## config.mk

```make
export PLATFORM = sky130hd
export DESIGN_NAME = buffer_frame_manager_lru
export DESIGN_NICKNAME = d
export VERILOG_FILES = /design/src/rtl/core/bfm_lru_pkg.sv /design/src/rtl/core/buffer_frame_manager_lru.sv
export VERILOG_INCLUDE_DIRS = /design/src /design/src/rtl/core
export SDC_FILE = /design/constraint.sdc
export NUM_CORES = 2
export LEC_CHECK = 0
export BUFFER_PORTS_ARGS = -buffer_cell sky130_fd_sc_hd__clkbuf_2
export CORE_MARGIN = 3
export CORE_UTILIZATION = 45
export CTS_CLUSTER_SIZE = 30
export DETAILED_ROUTE_END_ITERATION = 7
export GPL_TIMING_DRIVEN = 0
export PLACE_DENSITY = 0.65
export SETUP_SLACK_MARGIN = 0.02
export SLEW_MARGIN = 40
export SYNTH_ARGS = -nofsm -noshare
export SYNTH_HDL_FRONTEND = slang
export SYNTH_SLANG_ARGS = --single-unit
```

## constraint.sdc

```tcl
create_clock -name i_clk -period 28.5 [get_ports i_clk]
set_clock_uncertainty 0.2 [all_clocks]
set_input_delay 5.7 -clock i_clk [delete_from_list [all_inputs] [get_ports i_clk]]
set_output_delay 5.7 -clock i_clk [all_outputs]
set_load 0.02 [all_outputs]
```

## src/rtl/core/buffer_frame_manager_lru_defines.svh

```systemverilog
// Assertion macros shared by the buffer frame manager RTL.
`ifndef BUFFER_FRAME_MANAGER_LRU_DEFINES_SVH
`define BUFFER_FRAME_MANAGER_LRU_DEFINES_SVH

`ifndef SYNTH
// Same-cycle implication, sampled on i_clk and disabled while i_rst_n is low.
`define BFM_ASSERT(lbl, ante, cons, msg) \
    lbl: assert property (@(posedge i_clk) disable iff (!i_rst_n) (ante) |-> (cons)) \
        else $error(msg);
// Next-cycle implication, sampled on i_clk and disabled while i_rst_n is low.
`define BFM_ASSERT_NEXT(lbl, ante, cons, msg) \
    lbl: assert property (@(posedge i_clk) disable iff (!i_rst_n) (ante) |=> (cons)) \
        else $error(msg);
`else
`define BFM_ASSERT(lbl, ante, cons, msg)
`define BFM_ASSERT_NEXT(lbl, ante, cons, msg)
`endif

`endif

```

## src/rtl/core/bfm_lru_pkg.sv

```systemverilog
// Types and constants of the buffer frame manager.
`timescale 1ns / 1ps

package bfm_lru_pkg;

    localparam int BFM_FRAMES_DEF = 16;
    localparam logic [15:0] PIN_MAX = 16'hFFFF;

    typedef enum logic [1:0] {
        FN_FETCH = 2'd0,
        FN_UNPIN = 2'd1,
        FN_NEW   = 2'd2,
        FN_FLUSH = 2'd3
    } t_func;

    typedef enum logic [1:0] {
        STS_OK           = 2'd0,
        STS_NO_FRAME     = 2'd1,
        STS_NOT_RESIDENT = 2'd2,
        STS_NOT_PINNED   = 2'd3
    } t_status;

    typedef enum logic [1:0] {
        S_IDLE,
        S_SCAN,
        S_DECIDE,
        S_SEND
    } t_state;

    // One frame descriptor as held in the frame table.
    typedef struct packed {
        logic [31:0] page;
        logic [15:0] pins;
        logic        dirty;
        logic [63:0] stamp;
    } t_entry;

    typedef struct packed {
        t_status     status;
        logic [3:0]  frame_index;
        logic [31:0] page_id_out;
        logic        read_needed;
        logic        writeback_valid;
        logic [31:0] writeback_page;
        logic [3:0]  writeback_frame;
    } t_result;

endpackage

```

## src/rtl/core/buffer_frame_manager_lru.sv

```systemverilog
// Buffer frame manager with least-recently-used replacement, top level.
`timescale 1ns / 1ps
`include "buffer_frame_manager_lru_defines.svh"

// The block manages a pool of FRAMES page frames and answers one request per
// item with exactly one result item. A fetch hits a resident page and pins it,
// or claims the lowest never-used frame, or else the unpinned frame with the
// oldest use stamp; a dirty victim is reported for writeback and a read of the
// fetched page is requested. A new-page request takes the next id from a
// counter that starts at 1 and installs it without a read. Unpin lowers the pin
// count and can mark the frame dirty, and flush reports writeback of a dirty
// page and cleans it. Every request walks the whole frame table through a
// single read port, one frame per cycle, with one page compare and one stamp
// compare doing the work for all frames. An item passes through an accept step,
// the table walk with its registered read, a decide step that writes back the
// table, and a send step that hands the result to the output register; the
// block takes no new item until the send step is done. The output register
// holds a finished result while the next item is already being worked on; a
// result that is still not taken when the next one is ready stalls the block
// in its last step.
module buffer_frame_manager_lru
    import bfm_lru_pkg::*;
#(
    parameter int FRAMES = BFM_FRAMES_DEF
) (
    input  logic        i_clk,
    input  logic        i_rst_n,
    input  logic        s_axis_tvalid,
    output logic        s_axis_tready,
    input  logic [39:0] s_axis_tdata,   // page_id[31:0], mark_dirty[32], zero pad
    input  logic [1:0]  s_axis_tuser,   // func[1:0]
    output logic        m_axis_tvalid,
    input  logic        m_axis_tready,
    // frame_index[3:0], page_id_out[35:4], read_needed[36], writeback_valid[37],
    // writeback_page[69:38], writeback_frame[73:70], zero pad
    output logic [79:0] m_axis_tdata,
    output logic [1:0]  m_axis_tuser    // status[1:0]
);

    // Frame index width and a walk counter that can also hold FRAMES itself.
    localparam int IW = (FRAMES > 1) ? $clog2(FRAMES) : 1;
    localparam int CW = $clog2(FRAMES + 1);

    // Frame indices are reported in four bits; wider pools report the low bits.
    function automatic logic [3:0] to_fi(input logic [IW-1:0] idx);
        logic [IW+3:0] w;
        w = {4'b0, idx};
        return w[3:0];
    endfunction

    // Control registers.
    t_state            r_state, n_state;
    logic              r_rd_vld, n_rd_vld;
    logic [FRAMES-1:0] r_unused, n_unused;
    logic [63:0]       r_use_clk, n_use_clk;
    logic [31:0]       r_next_page, n_next_page;
    logic              r_m_valid, n_m_valid;

    // Request and walk bookkeeping.
    t_func             r_func, n_func;
    logic [31:0]       r_pid, n_pid;
    logic              r_md, n_md;
    logic [CW-1:0]     r_cnt, n_cnt;
    logic [IW-1:0]     r_rd_idx, n_rd_idx;
    logic              r_hit, n_hit;
    logic [IW-1:0]     r_hit_idx, n_hit_idx;
    t_entry            r_hit_ent, n_hit_ent;
    logic              r_free_vld, n_free_vld;
    logic [IW-1:0]     r_free_idx, n_free_idx;
    logic              r_best_vld, n_best_vld;
    logic [IW-1:0]     r_best_idx, n_best_idx;
    logic [31:0]       r_best_page, n_best_page;
    logic              r_best_dirty, n_best_dirty;
    logic [63:0]       r_oldest, n_oldest;
    t_result           r_res, n_res;
    t_result           r_m_res, n_m_res;

    // Frame table: one write port, one registered read port.
    t_entry            r_mem [FRAMES];
    t_entry            r_rd_data;
    logic [IW-1:0]     rd_addr;
    logic              mem_we;
    logic [IW-1:0]     mem_wa;
    t_entry            mem_wd;

    // Decision helpers.
    logic              claim_ok;
    logic [IW-1:0]     claim_idx;
    logic              victim_wb;
    logic [63:0]       stamp_new;

    always_ff @(posedge i_clk) begin
        if (mem_we) begin
            r_mem[mem_wa] <= mem_wd;
        end
        r_rd_data <= r_mem[rd_addr];
    end

    always_ff @(posedge i_clk) begin
        if (!i_rst_n) begin
            r_state     <= S_IDLE;
            r_rd_vld    <= 1'b0;
            r_unused    <= '1;
            r_use_clk   <= '0;
            r_next_page <= 32'd1;
            r_m_valid   <= 1'b0;
        end else begin
            r_state     <= n_state;
            r_rd_vld    <= n_rd_vld;
            r_unused    <= n_unused;
            r_use_clk   <= n_use_clk;
            r_next_page <= n_next_page;
            r_m_valid   <= n_m_valid;
        end
    end

    always_ff @(posedge i_clk) begin
        r_func       <= n_func;
        r_pid        <= n_pid;
        r_md         <= n_md;
        r_cnt        <= n_cnt;
        r_rd_idx     <= n_rd_idx;
        r_hit        <= n_hit;
        r_hit_idx    <= n_hit_idx;
        r_hit_ent    <= n_hit_ent;
        r_free_vld   <= n_free_vld;
        r_free_idx   <= n_free_idx;
        r_best_vld   <= n_best_vld;
        r_best_idx   <= n_best_idx;
        r_best_page  <= n_best_page;
        r_best_dirty <= n_best_dirty;
        r_oldest     <= n_oldest;
        r_res        <= n_res;
        r_m_res      <= n_m_res;
    end

    // A claim takes the lowest never-used frame first, else the LRU victim.
    assign claim_ok  = r_free_vld || r_best_vld;
    assign claim_idx = r_free_vld ? r_free_idx : r_best_idx;
    assign victim_wb = !r_free_vld && r_best_vld && r_best_dirty;
    assign stamp_new = r_use_clk + 64'd1;

    always_comb begin
        n_state      = r_state;
        n_rd_vld     = 1'b0;
        n_unused     = r_unused;
        n_use_clk    = r_use_clk;
        n_next_page  = r_next_page;
        n_m_valid    = r_m_valid;
        n_func       = r_func;
        n_pid        = r_pid;
        n_md         = r_md;
        n_cnt        = r_cnt;
        n_rd_idx     = r_cnt[IW-1:0];
        n_hit        = r_hit;
        n_hit_idx    = r_hit_idx;
        n_hit_ent    = r_hit_ent;
        n_free_vld   = r_free_vld;
        n_free_idx   = r_free_idx;
        n_best_vld   = r_best_vld;
        n_best_idx   = r_best_idx;
        n_best_page  = r_best_page;
        n_best_dirty = r_best_dirty;
        n_oldest     = r_oldest;
        n_res        = r_res;
        n_m_res      = r_m_res;
        mem_we       = 1'b0;
        mem_wa       = r_hit_idx;
        mem_wd       = r_hit_ent;
        rd_addr      = (r_cnt < CW'(FRAMES)) ? r_cnt[IW-1:0] : '0;

        // The output register empties when the consumer takes the result.
        if (r_m_valid && m_axis_tready) begin
            n_m_valid = 1'b0;
        end

        case (r_state)
            S_IDLE: begin
                if (s_axis_tvalid) begin
                    n_func     = t_func'(s_axis_tuser);
                    n_pid      = s_axis_tdata[31:0];
                    n_md       = s_axis_tdata[32];
                    n_cnt      = '0;
                    n_hit      = 1'b0;
                    n_free_vld = 1'b0;
                    n_best_vld = 1'b0;
                    n_oldest   = '1;
                    n_state    = S_SCAN;
                end
            end
            S_SCAN: begin
                if (r_cnt != CW'(FRAMES)) begin
                    n_rd_vld = 1'b1;
                    n_cnt    = r_cnt + CW'(1);
                end else begin
                    n_state = S_DECIDE;
                end
                // Examine the frame read in the previous cycle.
                if (r_rd_vld) begin
                    if (r_unused[r_rd_idx]) begin
                        if (!r_free_vld) begin
                            n_free_vld = 1'b1;
                            n_free_idx = r_rd_idx;
                        end
                    end else begin
                        if (!r_hit && r_rd_data.page == r_pid) begin
                            n_hit     = 1'b1;
                            n_hit_idx = r_rd_idx;
                            n_hit_ent = r_rd_data;
                        end
                        if (r_rd_data.pins == 16'd0 && r_rd_data.stamp < r_oldest) begin
                            n_oldest     = r_rd_data.stamp;
                            n_best_vld   = 1'b1;
                            n_best_idx   = r_rd_idx;
                            n_best_page  = r_rd_data.page;
                            n_best_dirty = r_rd_data.dirty;
                        end
                    end
                end
            end
            S_DECIDE: begin
                n_res                 = '0;
                n_res.status          = STS_OK;
                n_res.page_id_out     = r_pid;
                n_state               = S_SEND;
                case (r_func)
                    FN_FETCH: begin
                        if (r_hit) begin
                            mem_we       = 1'b1;
                            mem_wa       = r_hit_idx;
                            mem_wd       = r_hit_ent;
                            mem_wd.pins  = (r_hit_ent.pins == PIN_MAX) ? PIN_MAX
                                                                      : r_hit_ent.pins + 16'd1;
                            mem_wd.stamp = stamp_new;
                            n_use_clk    = stamp_new;
                            n_res.frame_index = to_fi(r_hit_idx);
                        end else if (claim_ok) begin
                            mem_we       = 1'b1;
                            mem_wa       = claim_idx;
                            mem_wd.page  = r_pid;
                            mem_wd.pins  = 16'd1;
                            mem_wd.dirty = 1'b0;
                            mem_wd.stamp = stamp_new;
                            n_use_clk    = stamp_new;
                            if (r_free_vld) begin
                                n_unused[r_free_idx] = 1'b0;
                            end
                            n_res.frame_index     = to_fi(claim_idx);
                            n_res.read_needed     = 1'b1;
                            if (victim_wb) begin
                                n_res.writeback_valid = 1'b1;
                                n_res.writeback_page  = r_best_page;
                                n_res.writeback_frame = to_fi(r_best_idx);
                            end
                        end else begin
                            n_res.status = STS_NO_FRAME;
                        end
                    end
                    FN_UNPIN: begin
                        if (!r_hit) begin
                            n_res.status = STS_NOT_RESIDENT;
                        end else begin
                            n_res.frame_index = to_fi(r_hit_idx);
                            if (r_hit_ent.pins == 16'd0) begin
                                n_res.status = STS_NOT_PINNED;
                            end else begin
                                mem_we       = 1'b1;
                                mem_wa       = r_hit_idx;
                                mem_wd       = r_hit_ent;
                                mem_wd.pins  = r_hit_ent.pins - 16'd1;
                                mem_wd.dirty = r_hit_ent.dirty | r_md;
                            end
                        end
                    end
                    FN_NEW: begin
                        // The id is consumed even when no frame can take it.
                        n_next_page       = r_next_page + 32'd1;
                        n_res.page_id_out = r_next_page;
                        if (r_next_page == 32'd0) begin
                            n_res.status = STS_NO_FRAME;
                        end else if (claim_ok) begin
                            mem_we       = 1'b1;
                            mem_wa       = claim_idx;
                            mem_wd.page  = r_next_page;
                            mem_wd.pins  = 16'd1;
                            mem_wd.dirty = 1'b0;
                            mem_wd.stamp = stamp_new;
                            n_use_clk    = stamp_new;
                            if (r_free_vld) begin
                                n_unused[r_free_idx] = 1'b0;
                            end
                            n_res.frame_index = to_fi(claim_idx);
                            if (victim_wb) begin
                                n_res.writeback_valid = 1'b1;
                                n_res.writeback_page  = r_best_page;
                                n_res.writeback_frame = to_fi(r_best_idx);
                            end
                        end else begin
                            n_res.status = STS_NO_FRAME;
                        end
                    end
                    FN_FLUSH: begin
                        if (!r_hit) begin
                            n_res.status = STS_NOT_RESIDENT;
                        end else begin
                            n_res.frame_index = to_fi(r_hit_idx);
                            if (r_hit_ent.dirty) begin
                                mem_we                = 1'b1;
                                mem_wa                = r_hit_idx;
                                mem_wd                = r_hit_ent;
                                mem_wd.dirty          = 1'b0;
                                n_res.writeback_valid = 1'b1;
                                n_res.writeback_page  = r_hit_ent.page;
                                n_res.writeback_frame = to_fi(r_hit_idx);
                            end
                        end
                    end
                    default: begin
                        n_res.status = STS_NOT_RESIDENT;
                    end
                endcase
            end
            S_SEND: begin
                if (!r_m_valid || m_axis_tready) begin
                    n_m_valid = 1'b1;
                    n_m_res   = r_res;
                    n_state   = S_IDLE;
                end
            end
            default: begin
                n_state = S_IDLE;
            end
        endcase
    end

    assign s_axis_tready = (r_state == S_IDLE);
    assign m_axis_tvalid = r_m_valid;
    assign m_axis_tuser  = r_m_res.status;
    assign m_axis_tdata  = {6'b0,
                            r_m_res.writeback_frame,
                            r_m_res.writeback_page,
                            r_m_res.writeback_valid,
                            r_m_res.read_needed,
                            r_m_res.page_id_out,
                            r_m_res.frame_index};

    // A request occupies the block for the whole table walk.
    `BFM_ASSERT_NEXT(a_busy_after_accept, s_axis_tvalid && s_axis_tready, !s_axis_tready, "ready right after accept")
    // Frames are only ever taken from the never-used pool, never returned.
    `BFM_ASSERT(a_unused_shrinks, $past(i_rst_n), $countones(r_unused) <= $past($countones(r_unused)), "unused frame reappeared")
    // Writeback and read requests only come with a successful status.
    `BFM_ASSERT(a_wb_only_ok, m_axis_tvalid && (m_axis_tdata[37] || m_axis_tdata[36]), m_axis_tuser == STS_OK, "writeback or read with error status")

endmodule
```

======== After elaboration in Yosys (flattened, before gate mapping) ========
Memory sizes are Yosys's and may differ from the RTL's. A register that Yosys moved wholly into a read port is not among the register bits.
Index checks and enable logic that the tools add are counted.
cells by class
  $add $sub $neg .......................... 5
  multiply operators ...................... 0
  divide/modulo/power cells ............... 0
  $lt $le $gt $ge ......................... 5
  eq/ne operators ......................... 20
  shift-type cells ........................ 0
  mux-type cells .......................... 89
  bitwise logic cells ..................... 6
  reductions and logical operators ........ 34
operator list
  kind                     number
  $mux W113                5
  $pmux W113 S4            1
  $mux W64                 7
  $pmux W64 S2             2
  $mux W37                 6
  $mux W81                 2
  $pmux W37 S3             1
  $mux W16                 5
  $mux W65                 1
  $add A64 B1 Y64 const B  1
  $lt A64 B64 Y1           1
  $mux W4                  10
  $mux W38                 1
  $add A32 B1 Y32 const B  1
  $eq A32 B32 Y1           1
  $logic_not A16 Y1        2
  $logic_not A32 Y1        1
  $mux W32                 1
  $pmux W16 S2             1
  $mux W1                  28
  $pmux W6 S4              1
  $ne A2 B2 Y1 const B     11
  $reduce_and A4 Y1        5
  $add A16 B1 Y16 const B  1
  31 further kinds         63
storage, ports and cells
  register bits after elaboration ......... 537
  latch bits .............................. 0
  RAM bits ................................ 1,808
  memory bits (read-only) ................. 0
  output and inout port bits .............. 84
  logic and storage cells ................. 198
  memories ................................ 1
memory list
  name   depth  width  rd ports  clocked after Yosys merged registers in  write ports  line                            source
  r_mem  16     113    1         1                                        1            buffer_frame_manager_lru.sv:79  t_entry r_mem [FRAMES];

======== Logic depth before layout (Yosys ltp) ========
  word-level depth ........................ 10
  gate-level depth with buffers ........... 12
  mapped depth without buffers ............ 9

======== Least setup slack after synthesis ========
Ideal clock, no wire load.
  path type ............................... flip-flop to flip-flop
  start point ............................. reg r_rd_idx[0]
  end point ............................... reg r_hit_ent[0] (netlist bit), enable pin
  setup time .............................. 880 ps
  arrival ................................. 12,663 ps
  data required time ...................... 27,420 ps
  setup slack ............................. 14,757 ps
  stages on the path, launching flop included .. 4
  path buffers ............................ 0
  clock period less this slack ............ 13,743 ps
  cell sequence ........................... dfxtp_1 mux4_2 mux4_2 nor4_1
on the way
  cells in the longest elaborated chain, start to end .. 4
RTL lines
  element                        line                             source
  start: declaration             buffer_frame_manager_lru.sv:64   logic [IW-1:0] r_rd_idx, n_rd_idx;
  start signal: assignment       buffer_frame_manager_lru.sv:122  r_rd_idx <= n_rd_idx;
  $bmux W1 S4                    buffer_frame_manager_lru.sv:200  if (r_unused[r_rd_idx]) begin
  $mux W1 (implied by the code)  buffer_frame_manager_lru.sv:200
  $not A1 Y1 (no line)           n/a
  $reduce_and A4 Y1 (no line)    n/a
  end signal: assignment         buffer_frame_manager_lru.sv:125  r_hit_ent <= n_hit_ent;
  end: declaration               buffer_frame_manager_lru.sv:67   t_entry r_hit_ent, n_hit_ent;
No other way between the ends. The select of a mux whose other input is x is not followed.
A chain may end at the register's enable or synchronous reset.

======== Worst setup path in the final report ========
  start point ............................. reg r_state[0]
  end point ............................... out s_axis_tready
on the way
  cells in the longest elaborated chain, start to end .. 1
RTL lines
  element                   line                             source
  start: declaration        buffer_frame_manager_lru.sv:52   t_state r_state, n_state;
  start signal: assignment  buffer_frame_manager_lru.sv:108  r_state <= n_state;
  $logic_not A2 Y1          buffer_frame_manager_lru.sv:336  assign s_axis_tready = (r_state == S_IDLE);
  end: declaration          buffer_frame_manager_lru.sv:29   output logic s_axis_tready,
No other way between the ends.

==> flow_metrics.py <==
metrics = {
    "status": {
        "outcome": "completed",
    },
    "yosys": {
        "synth_xor_area_share_pct": 1.57,
        "synth_top_family_by_area": "compound AO/OA/AOI/OAI gates",
        "synth_compound_area_share_pct": 10.3,
        "ys_ff_latch": 2458,
        "netlist_area_sq_um": 98900,
        "syn_area_per_cell_sq_um": 14.8,
        "synth.distinct_cells": 81,
        "async_reset_ff_share_pct": 0,
        "synth.yosys.warnings": 0,
        "synth.area.mux_share_pct": 7.42,
        "synthAdderAreaFrac_pct": 0.937,
        "yosys.area_share.simple_pct": 5.24,
        "synth_edf_count": 2225,
        "syn_inst": 6680,
        "ys_seq_area_share_pct": 72.3,
        "yosys_most_used_dff": "edfxtp_1",
    },
    "floorplan": {
        "fp.coreArea_sq_um": 218000,
        "dieWidth_microns": 475,
        "design.die.area_sq_um": 225000,
        "initial_core_util_pct": 45.4,
        "ios": 130,
        "die_h_microns": 475,
        "row_count": 171,
    },
    "setup_path": {
        "r2r_start": "r_pid[5]",
        "critPathKind": "reg2out",
        "crit_fanout": 4,
        "end_kind": "output pin",
        "r2r_cells": 17,
        "r2r_end": "r_hit_ent[17]",
        "setup.worst_path.start": "r_state[0]",
        "crit_arrival_ps": 1810,
        "rrSetupSlack_ps": 22990,
        "critical_path_required_ps": 22600,
        "critPathLaunchType": "flip-flop",
    },
    "drt": {
        "via_count": 60704,
        "drtIter0Drc": 6572,
        "drt-total-wl_microns": 259000,
        "vias_per_cell": 5.85,
        "antenna_left": 0,
        "wl_per_cell_microns": 25.0,
        "firstDrtPassIters": 8,
        "drc": 0,
    },
    "global_routing": {
        "antenna_found_initial": 16,
        "grt_pass1_wl_microns": 384000,
        "grtUsageMet2_pct": 35.4,
        "top_usage_layer": "met2",
        "grt_usage_pct": 22.6,
        "grt_pass1_vias": 59692,
        "use_met3_pct": 3.91,
        "grt_max_degree": 46,
        "grt_use_met1_pct": 31.7,
        "overflow": 0,
    },
    "clock_tree": {
        "cts_buffers": 236,
        "cts_tree": "done",
        "path_clk_slew_ps": 60,
        "cts_root_buf": "clkbuf_16",
        "cts_hold_buf": 0,
        "post_cts_buffers": 0,
        "cts-htree-levels": 4,
        "insertion_delay_ps": 890,
        "clock_sinks": 2458,
        "ctsResizeCount": 0,
        "cts_buffer_depth": 3,
    },
    "hold_path": {
        "hold_class": "reg2reg",
        "hold_depth": 0,
        "min_to": "m_axis_tdata[0]",
        "hold_start": "r_res[70]",
    },
    "power_and_ir_drop": {
        "internal_power_mw": 7.07,
        "switchingPower_mw": 3.71,
        "ir_drop_uv": 64.5,
        "powerDensity_nw_per_um2": 93.3,
        "p_sw_share_pct": 34.4,
        "pwr-share-seq_pct": 41.0,
        "power_frac_comb_pct": 30.3,
        "clockPowerShare_pct": 28.7,
        "p_leak_nw": 39.2,
    },
    "finish": {
        "fin_nets": 7430,
        "nFillCells": 17492,
        "syn_to_final_growth_pct": 16.9,
        "final_cells": 10383,
        "drive_above_1_share_pct": 17.5,
        "final_common_cell": "edfxtp_1",
        "final_cell_mix": "edfxtp_1 (2225), o21ai_0 (556), a21oi_1 (503), nand2_1 (403), clkbuf_1 (388)",
    },
    "timing": {
        "tightest_slew_ps": 893,
        "setup_viol": 0,
        "fin_hold_ws_ps": 217,
        "max_freq_mhz": 130,
        "slew_viol_final": 0,
        "hold_viol": 0,
        "layout_min_cycle_time_ps": 7710,
        "relSlewSlack_pct": 40.4,
        "fin_setup_tns_ps": 0,
        "timing.final.crit_share_pct": 27.1,
        "rsz0062_at_grt": "no",
    },
    "place": {
        "placed_cells": 9926,
        "port-buffer-count": 115,
        "gp_congestion": 0.882,
        "dp_hpwl_microns": 183000,
    },
    "run": {
        "cap_violations": 0,
    },
}
==> power by group through the flow <==
stage,combinational (mW),clock (mW),sequential [mW]
after floorplan,1.87,0,4.47
after global placement,3.01,0,4.53
after detailed placement,3.23,0,4.50
after CTS,3.24,3.14,4.42
after global routing,3.50,3.28,4.44
final,3.27,3.09,4.42
==> how the worst max path moves through the flow <==
| stage | to | slack [ps] | depth (start not counted) |
|---|---|---|---|
| global route | s_axis_tready | 20690 | 3 |
| floorplan | r_hit_ent[0] | 14760 | 3 |
| global placement | r_hit_ent[16] | 6810 | 5 |
| finish | s_axis_tready | 20790 | 3 |
| CTS | s_axis_tready | 20730 | 3 |
| detailed placement | r_oldest[1] | 20010 | 11 |
==> layer usage <==
| metal | wire length [microns] | up-vias |
|---|---|---|
| met1 | 109000 | 30465 |
| met4 | 9650 | 0 |
| met2 | 119000 | 2609 |
| met5 | 0 | - |
| li1 | - | 27186 |
| met3 | 21200 | 444 |
==> worst max-delay path, cell delays in order (launching register included) <==
cell	delay, ps
dfxtp_1	390
inv_1	120
ha_1	250
clkbuf_2	180
==> cells by family (layout without fill, tap and decap cells) <==
family / Yosys count / after routing
xor+xnor: 177 / 177
mux: 684 / 684
compound gates: 1686 / 1686
buf+inv: 553 / 1388
fa+ha+maj: 74 / 74
simple gates: 1047 / 1047
other cells: 1 / 15
flops: 2458 / 2458
==> layout make-up <==
type | count | area (sq um) | area share [%]
Sequential cell | 2458 | 71500 | 61.9
Multi-Input combinational cell | 3674 | 25900 | 22.4
Clock buffer | 311 | 6460 | 5.59
Timing Repair Buffer | 387 | 4540 | 3.93
Tap cell | 2854 | 3570 | 3.09
Buffer | 457 | 1910 | 1.65
Clock inverter | 137 | 1280 | 1.11
Inverter | 96 | 360 | 0.312
Antenna cell | 9 | 22.5 | 0.0195
==> flip-flops by register name, indices dropped and copies added, names as in the netlist, 4 cells and up <==
signal	count
r_hit_ent	113
r_use_clk	64
r_next_page	32
m_axis_tdata	74
r_oldest	64
r_hit_idx	4
r_best_idx	4
r_best_page	32
r_free_idx	4
r_res	76
r_rd_data	113
r_pid	32
r_rd_idx	4
r_unused	16
r_mem	1808
r_cnt	5
==> metrics by stage <==
step	setup slack, ps	power [mW]	utilization (%)	instance area, sq um
6_report	20790	10.8	53.1	116000
3_3_place_gp	6810	7.55	47.3	103000
2_1_floorplan	14760	6.34	-	98900
4_1_cts	20730	10.8	53.0	115000
3_5_place_dp	20010	7.72	49.5	108000
5_1_grt	20690	11.2	53.0	116000
==> cells in the mapped netlist, types with 11 or more instances <==
cell	count	area, sq um
a21boi_0	19	143
a21oi_1	503	2520
a221oi_1	117	1020
a222oi_1	33	330
a22o_1	41	359
a22oi_1	117	878
a31oi_1	12	75.1
and2_1	71	444
and3_1	25	156
and4_1	11	96.3
buf_1	54	203
buf_2	14	70.1
clkbuf_1	379	1420
dfxtp_1	233	4660
edfxtp_1	2225	66800
ha_1	74	926
inv_1	96	360
mux2_2	339	3820
mux2i_1	340	3400
nand2_1	403	1510
nand2b_1	74	463
nand3_1	177	886
nand4_1	44	275
nor2_1	92	345
nor2b_1	22	138
nor3_1	40	200
nor4_1	30	188
o21ai_0	652	3260
o221ai_1	114	998
or3_1	22	138
xnor2_1	114	998
xor2_1	63	552
Power figures use the tool's default switching activity.
